### src/sv/svp_pkg.sv
`timescale 1ns / 1ps
// Shared types, constants and helper functions for the sample voice player.
// Used by the controller, the datapath, the top level and the checker.
package svp_pkg;

    localparam int STORE_BYTES_DEF = 65536;
    localparam int FRAC_BITS       = 18;
    localparam int CFG_DATA_W      = 16;
    localparam int CFG_INDEX_W     = 3;

    localparam logic [14:0] STEP_MIN = 15'd127;
    localparam logic [14:0] STEP_MAX = 15'd24576;

    typedef enum logic [1:0] {
        OP_WRITE   = 2'd0,
        OP_KEY_ON  = 2'd1,
        OP_KEY_OFF = 2'd2,
        OP_TICK    = 2'd3
    } t_op;

    typedef enum logic [1:0] {
        FMT_PCM16  = 2'd0,
        FMT_PCM8   = 2'd1,
        FMT_ADPCM  = 2'd2,
        FMT_STREAM = 2'd3
    } t_fmt;

    localparam logic [2:0] CFG_FORMAT      = 3'd0;
    localparam logic [2:0] CFG_LOOP_MODE   = 3'd1;
    localparam logic [2:0] CFG_START_ADDR  = 3'd2;
    localparam logic [2:0] CFG_LOOP_START  = 3'd3;
    localparam logic [2:0] CFG_LOOP_END    = 3'd4;
    localparam logic [2:0] CFG_PITCH_FRAC  = 3'd5;
    localparam logic [2:0] CFG_OCTAVE      = 3'd6;
    localparam logic [2:0] CFG_TOTAL_LEVEL = 3'd7;

    typedef enum logic [2:0] {
        ST_IDLE,
        ST_MIX,
        ST_SCALE,
        ST_STEP,
        ST_RD1,
        ST_RD2,
        ST_ADV,
        ST_DONE
    } t_state;

    typedef struct packed {
        logic store_wr;
        logic key_on;
        logic key_off;
        logic tick_start;
        logic mix;
        logic scale;
        logic rd_issue;
        logic rd_hi;
        logic cap_b0;
        logic cap_b1;
        logic advance;
        logic load_out;
    } t_cmd;

    typedef struct packed {
        logic step_due;
        logic pcm16;
    } t_status;

    localparam logic [15:0] GAIN_BASE [16] = '{
        16'd32768, 16'd31378, 16'd30048, 16'd28774, 16'd27554, 16'd26386,
        16'd25267, 16'd24196, 16'd23170, 16'd22188, 16'd21247, 16'd20346,
        16'd19483, 16'd18657, 16'd17866, 16'd17109};

    localparam logic [3:0] NIBBLE_MULT [8] = '{
        4'd1, 4'd3, 4'd5, 4'd7, 4'd9, 4'd11, 4'd13, 4'd15};

    localparam logic [9:0] STEP_RATE [8] = '{
        10'd230, 10'd230, 10'd230, 10'd230, 10'd307, 10'd409, 10'd512, 10'd614};

    function automatic logic [15:0] level_gain(input logic [7:0] tl);
        level_gain = GAIN_BASE[tl[3:0]] >> tl[7:4];
    endfunction

    // Phase increment with 18 fraction bits, octave shifted.
    function automatic logic [26:0] make_step(input logic [9:0] pf,
                                              input logic [3:0] oct);
        logic [26:0] s;
        s = {8'd0, 1'b1, pf, 8'd0};
        if (oct[3]) begin
            make_step = s >> (5'd16 - {1'b0, oct});
        end else begin
            make_step = s << oct[2:0];
        end
    endfunction

endpackage

### src/sv/svp_ctrl.sv
`timescale 1ns / 1ps
// Sequencer for the sample voice player: request handshakes and datapath commands.
// Depends on svp_pkg.
module svp_ctrl import svp_pkg::*; (
    input  logic    i_clk,
    input  logic    i_rst_n,
    input  logic    i_in_valid,
    input  logic [1:0] i_operation,
    input  logic    i_out_stall,
    input  t_status i_status,
    output logic    o_in_stall,
    output logic    o_out_valid,
    output t_cmd    o_cmd
);

    t_state r_state, n_state;
    logic   r_out_valid, n_out_valid;

    always_ff @(posedge i_clk) begin
        if (!i_rst_n) begin
            r_state     <= ST_IDLE;
            r_out_valid <= 1'b0;
        end else begin
            r_state     <= n_state;
            r_out_valid <= n_out_valid;
        end
    end

    always_comb begin
        n_state     = r_state;
        o_cmd       = '0;
        n_out_valid = r_out_valid && i_out_stall;
        case (r_state)
            ST_IDLE: begin
                if (i_in_valid) begin
                    case (t_op'(i_operation))
                        OP_WRITE:   o_cmd.store_wr = 1'b1;
                        OP_KEY_ON:  o_cmd.key_on   = 1'b1;
                        OP_KEY_OFF: o_cmd.key_off  = 1'b1;
                        OP_TICK: begin
                            o_cmd.tick_start = 1'b1;
                            n_state          = ST_MIX;
                        end
                        default: ;
                    endcase
                end
            end
            ST_MIX: begin
                o_cmd.mix = 1'b1;
                n_state   = ST_SCALE;
            end
            ST_SCALE: begin
                o_cmd.scale = 1'b1;
                n_state     = ST_STEP;
            end
            ST_STEP: begin
                if (i_status.step_due) begin
                    o_cmd.rd_issue = 1'b1;
                    n_state        = ST_RD1;
                end else begin
                    n_state = ST_DONE;
                end
            end
            ST_RD1: begin
                o_cmd.cap_b0 = 1'b1;
                if (i_status.pcm16) begin
                    o_cmd.rd_issue = 1'b1;
                    o_cmd.rd_hi    = 1'b1;
                    n_state        = ST_RD2;
                end else begin
                    n_state = ST_ADV;
                end
            end
            ST_RD2: begin
                o_cmd.cap_b1 = 1'b1;
                n_state      = ST_ADV;
            end
            ST_ADV: begin
                o_cmd.advance = 1'b1;
                n_state       = ST_STEP;
            end
            ST_DONE: begin
                // The result register frees up when its request is taken.
                if (!r_out_valid || !i_out_stall) begin
                    o_cmd.load_out = 1'b1;
                    n_out_valid    = 1'b1;
                    n_state        = ST_IDLE;
                end
            end
            default: n_state = ST_IDLE;
        endcase
    end

    assign o_in_stall  = (r_state != ST_IDLE);
    assign o_out_valid = r_out_valid;

endmodule

### config.mk
export PLATFORM = sky130hd
export DESIGN_NAME = svp_ctrl
export DESIGN_NICKNAME = d
export VERILOG_FILES = /design/src/sv/svp_pkg.sv /design/src/sv/svp_ctrl.sv
export SDC_FILE = /design/constraint.sdc
export NUM_CORES = 1
export LEC_CHECK = 0
export ABC_AREA = 1
export BUFFER_PORTS_ARGS = -buffer_cell sky130_fd_sc_hd__buf_2
export CAP_MARGIN = 20
export CORE_AREA = 2 2 39 41
export DETAILED_ROUTE_END_ITERATION = 6
export DIE_AREA = 0 0 41 43
export GPL_TIMING_DRIVEN = 0
export MAX_ROUTING_LAYER = met4
export PLACE_DENSITY_LB_ADDON = 0.12
export SLEW_MARGIN = 20
export SYNTH_ARGS = -nofsm -noshare
export SYNTH_HDL_FRONTEND = slang
export SYNTH_SLANG_ARGS = --single-unit
### constraint.sdc
create_clock -name i_clk -period 1.5 [get_ports i_clk]
set_input_delay 0.075 -clock i_clk [delete_from_list [all_inputs] [get_ports i_clk]]
set_output_delay 0.075 -clock i_clk [all_outputs]
set_load 0.02 [all_outputs]
==> flow_results.org <==
** Setup path
- Stage delay of the slowest cell on the critical path :: 0.34 ns
- In this run the worst path has a maximum fanout of 5.
- The worst setup path is launched from a flop.
- STA puts the critical path data required time at 1.42 ns.
- Critical setup path kind :: reg -> out
- Worst Path Buf+Inv :: 1
- STA classifies the critical path endpoint as a primary output.
- Critical Path, Cell by Cell :: nor2_2 -> nand2_1 -> nor4_1 -> buf_2
- At the worst endpoint, the arrival time is 1.25 ns.
- Cell with the largest stage delay on the worst path :: sky130_fd_sc_hd__dfxtp_1
- Grouping stages by cell kind, the critical path spends the most delay in simple AND/OR/NAND/NOR gates.

** Detailed routing
- Number of optimization iterations in the first detailed-route pass :: 3
- Routed wire length per instance :: 7.46 um
- Summed over all layers, the routed wires come to 724 um.
- After detailed routing, the number of remaining DRC violations is 0.
- After detailed routing, the number of vias per cell comes to 4.07.
- Detailed router's first-iteration violation count :: 2
- Number of nets with antenna violations after detailed routing :: 0
- Total via count in the routed design :: 395

** Min path
- In this run the worst hold path is classified as in -> reg.

** Flow run
- The tool flagged a number of max-cap violations equal to 0.

** STA
- In the finished design, the share of the clock period the worst path needs comes to 88.3%.
- RSZ-0062 raised after global routing :: no
- Highest clock frequency the design can meet :: 755 MHz
- Worst Clk Skew :: 0.00294 ns
- Summed negative setup slack over all endpoints :: 0 ns
- Final setup vio count :: 0
- The count of endpoints failing hold in the final timing report came to 0.
- Setup WS post-layout :: 0.175 ns
- Final max-slew violation count :: 0
- Worst slew margin :: a little under nine tenths
- Worst Max-Slew Pin Slew :: 0.224 ns
- Subtracting the final worst setup slack from the clock period gives 1.33 ns.

** CTS
- CTS built an H-tree with a depth of 1.
- Count of buffers added by post-CTS timing repair for setup :: 0
- The tree is rooted in a sky130_fd_sc_hd__clkbuf_4.
- Clk pin slew, worst setup/hold paths :: 0.04 ns
- CTS tree :: done
- In this run, CTS created clock tree buffers numbering 3.
- Post-CTS repair changed the size of 0 cells.
- Clock latency on the worst-skew pair, taken at its later pin, is 0.23 ns.
- Clock tree synthesis found a total of 4 sinks.
- The number of hold buffers added after CTS was 0.
- Counting along the longest clock path gives a buffer depth of 2.

** Layout
- Filler instances :: 168
- Register area :: 80.1 um2
- Summing all non-filler instances in the final layout gives an area of roughly 450 um2.
- # diodes :: 0
- Area of the multi-input gates :: 174 um2
- Most common cell after layout, fill and taps aside :: sky130_fd_sc_hd__buf_2
- Non-filler instance count after layout :: 97
- Share of post-route cells with drive strength above 1 :: 32.1%
- The area growth from synthesis to layout is 50.0%.
- Leaving out fill and tap cells, the most frequent cells in the layout are 21 x sky130_fd_sc_hd__buf_2, 18 x sky130_fd_sc_hd__nand2_1, 12 x sky130_fd_sc_hd__inv_1, 10 x sky130_fd_sc_hd__nor2_1.
- Final Net Count :: between 90 and 100
- Cells fill 32.5% of the core in the end.

** Placed design
- Port buffering added 21 buffers.
- At the end of routability-driven placement, the weighted congestion stood at 0.686.
- Once placement finished, the instance area stood at 425 um2.
- Post-place setup slack :: between 0.3 and 0.4 ns
- Once detailed placement completed, the half-perimeter wirelength came to 617 um.
- Number of instances in the placed design :: between 90 and 100

** Floorplanning
- After floorplanning, the core was sized to cover 1380 um2.
- Top-level port count :: 22
- The die is roughly 43 um tall.
- The floorplan has 14 rows.
- Starting Density :: around 22%
- Die width :: 41 um
- The floorplan step defined a die boundary enclosing about 1800 um2.

** Synthesis
- After Yosys synthesis, and, or, nand and nor cells account for 51.3% of the synthesized area.
- The synthesized netlist devotes 5.83% of its cell area to compound gates.
- Summing the areas of all xor and xnor instances in the mapped netlist gives 0% of the synthesized area.
- Cell area after synthesis :: 300 um2
- A synthesized cell averages between 5 and 6 um2.
- Number of flip-flops and latches in the synthesized netlist :: 4
- Synth area leader :: sky130_fd_sc_hd__dfxtp_1
- Adder and majority gate portion of the synthesized area :: 0%
- For this run, the number of Yosys warnings is 0.
- Synthesis produced 57 cells.
- Synthesis produced a netlist with a net count of 65.
- Top post-synthesis cells by area :: sky130_fd_sc_hd__dfxtp_1 27%, sky130_fd_sc_hd__nand2_1 23%, sky130_fd_sc_hd__inv_1 15%
- The netlist uses 11 different library cells.
- Post-synth top area share :: a little over a quarter
- After synthesis, the largest family of logic cells by area is simple AND/OR/NAND/NOR gates.
- Post-synthesis mux area share :: 0%
- The share of the Yosys chip area taken by registers is 26.7%.

** Power and ir drop
- Across the VDD grid, the largest voltage drop is 0.458 mV.
- Power density cells :: 1290 nW/um2
- In this run the static leakage power is around 0.00031 uW.

** Global route
- In the global route stage, overall resource usage came out at 10.9%.
- Entering global routing, the biggest net connects 8 pins.
- First-pass GRT wire length :: 1240 um
- Most congested layer reported by global routing :: met2
- The number of global-route vias before repair came to 320.
- The initial antenna violation count came to 0.
- Global-route track usage on met1 :: 13.7%
- Total overflow reported by the global router :: 0
- GRT met2 Usage :: ~14%
- Global-route met3 utilization :: between 1.5 and 2%

** Status
- Run status :: finished, final reports clean
==> flip-flops by register name, summed over array words and instances, names as in the netlist <==
name / cells
o_out_valid: 1
r_state: 3
==> Yosys cell counts (all sizes together) <==
library cell,number
a21oi,2
inv,13
nand3b,1
nand2,18
dfxtp,4
o21bai,1
nor4,2
nor3,1
nor2,11
nand3,4
==> layer usage <==
layer  vias to the layer above  routed length (um)  share of wire, %
met2                         9                 328                45
met1                       161                 348                48
met4                         0                  10               1.4
met3                         2                  36               5.0
li1                        223                   -                 -
met5                         -                   0                 0
==> kinds of logic after synthesis <==
family | after synthesis
AND/OR/NAND/NOR | 37
buffers and inverters | 13
flip-flops | 4
AO/OA/AOI/OAI | 3
==> layout make-up <==
| type | instances | area share [%] |
|---|---|---|
| Multi-Input combinational cell | 40 | 38.6 |
| Timing Repair Buffer | 21 | 23.3 |
| Tap cell | 16 | 4.44 |
| Clock buffer | 3 | 5.00 |
| Sequential cell | 4 | 17.8 |
| Inverter | 13 | 10.8 |
==> worst reg2reg max path: stages, from the launching register on <==
cell and delay (ns):
sky130_fd_sc_hd__dfxtp_1 0.42, sky130_fd_sc_hd__nand2_1 0.12, sky130_fd_sc_hd__nor2_1 0.18, sky130_fd_sc_hd__nand2_1 0.10, sky130_fd_sc_hd__nand2_1 0.09, sky130_fd_sc_hd__nor2_1 0.04, sky130_fd_sc_hd__nor2_1 0.07
==> final timing paths <==
check / start / to / slack [ns] / depth (start not counted)
worst max-delay path: r_state[0] / o_cmd[9] / 0.17 / 4
worst min-delay path: i_rst_n / r_state[1] / 0.07 / 3
worst max register to register: r_state[1] / r_state[0] / 0.43 / 6
worst min register to register: o_out_valid / o_out_valid / 0.49 / 2
==> stage by stage <==
| stage | total power, uW | hold WS (ns) |
|---|---|---|
| after floorplan | 361 | 0.173 |
| after global placement | 451 | 0.294 |
| after detailed placement | 451 | 0.300 |
| after CTS | 588 | 0.0561 |
| after global routing | 643 | 0.0712 |
| final | 579 | 0.0737 |
==> report_power, final <==
part,internal (uW),total [uW],switching [uW]
Sequential,129,160,31.7
Clock,89.3,129,40.2
Combinational,101,289,188
Power figures use the tool's default switching activity.
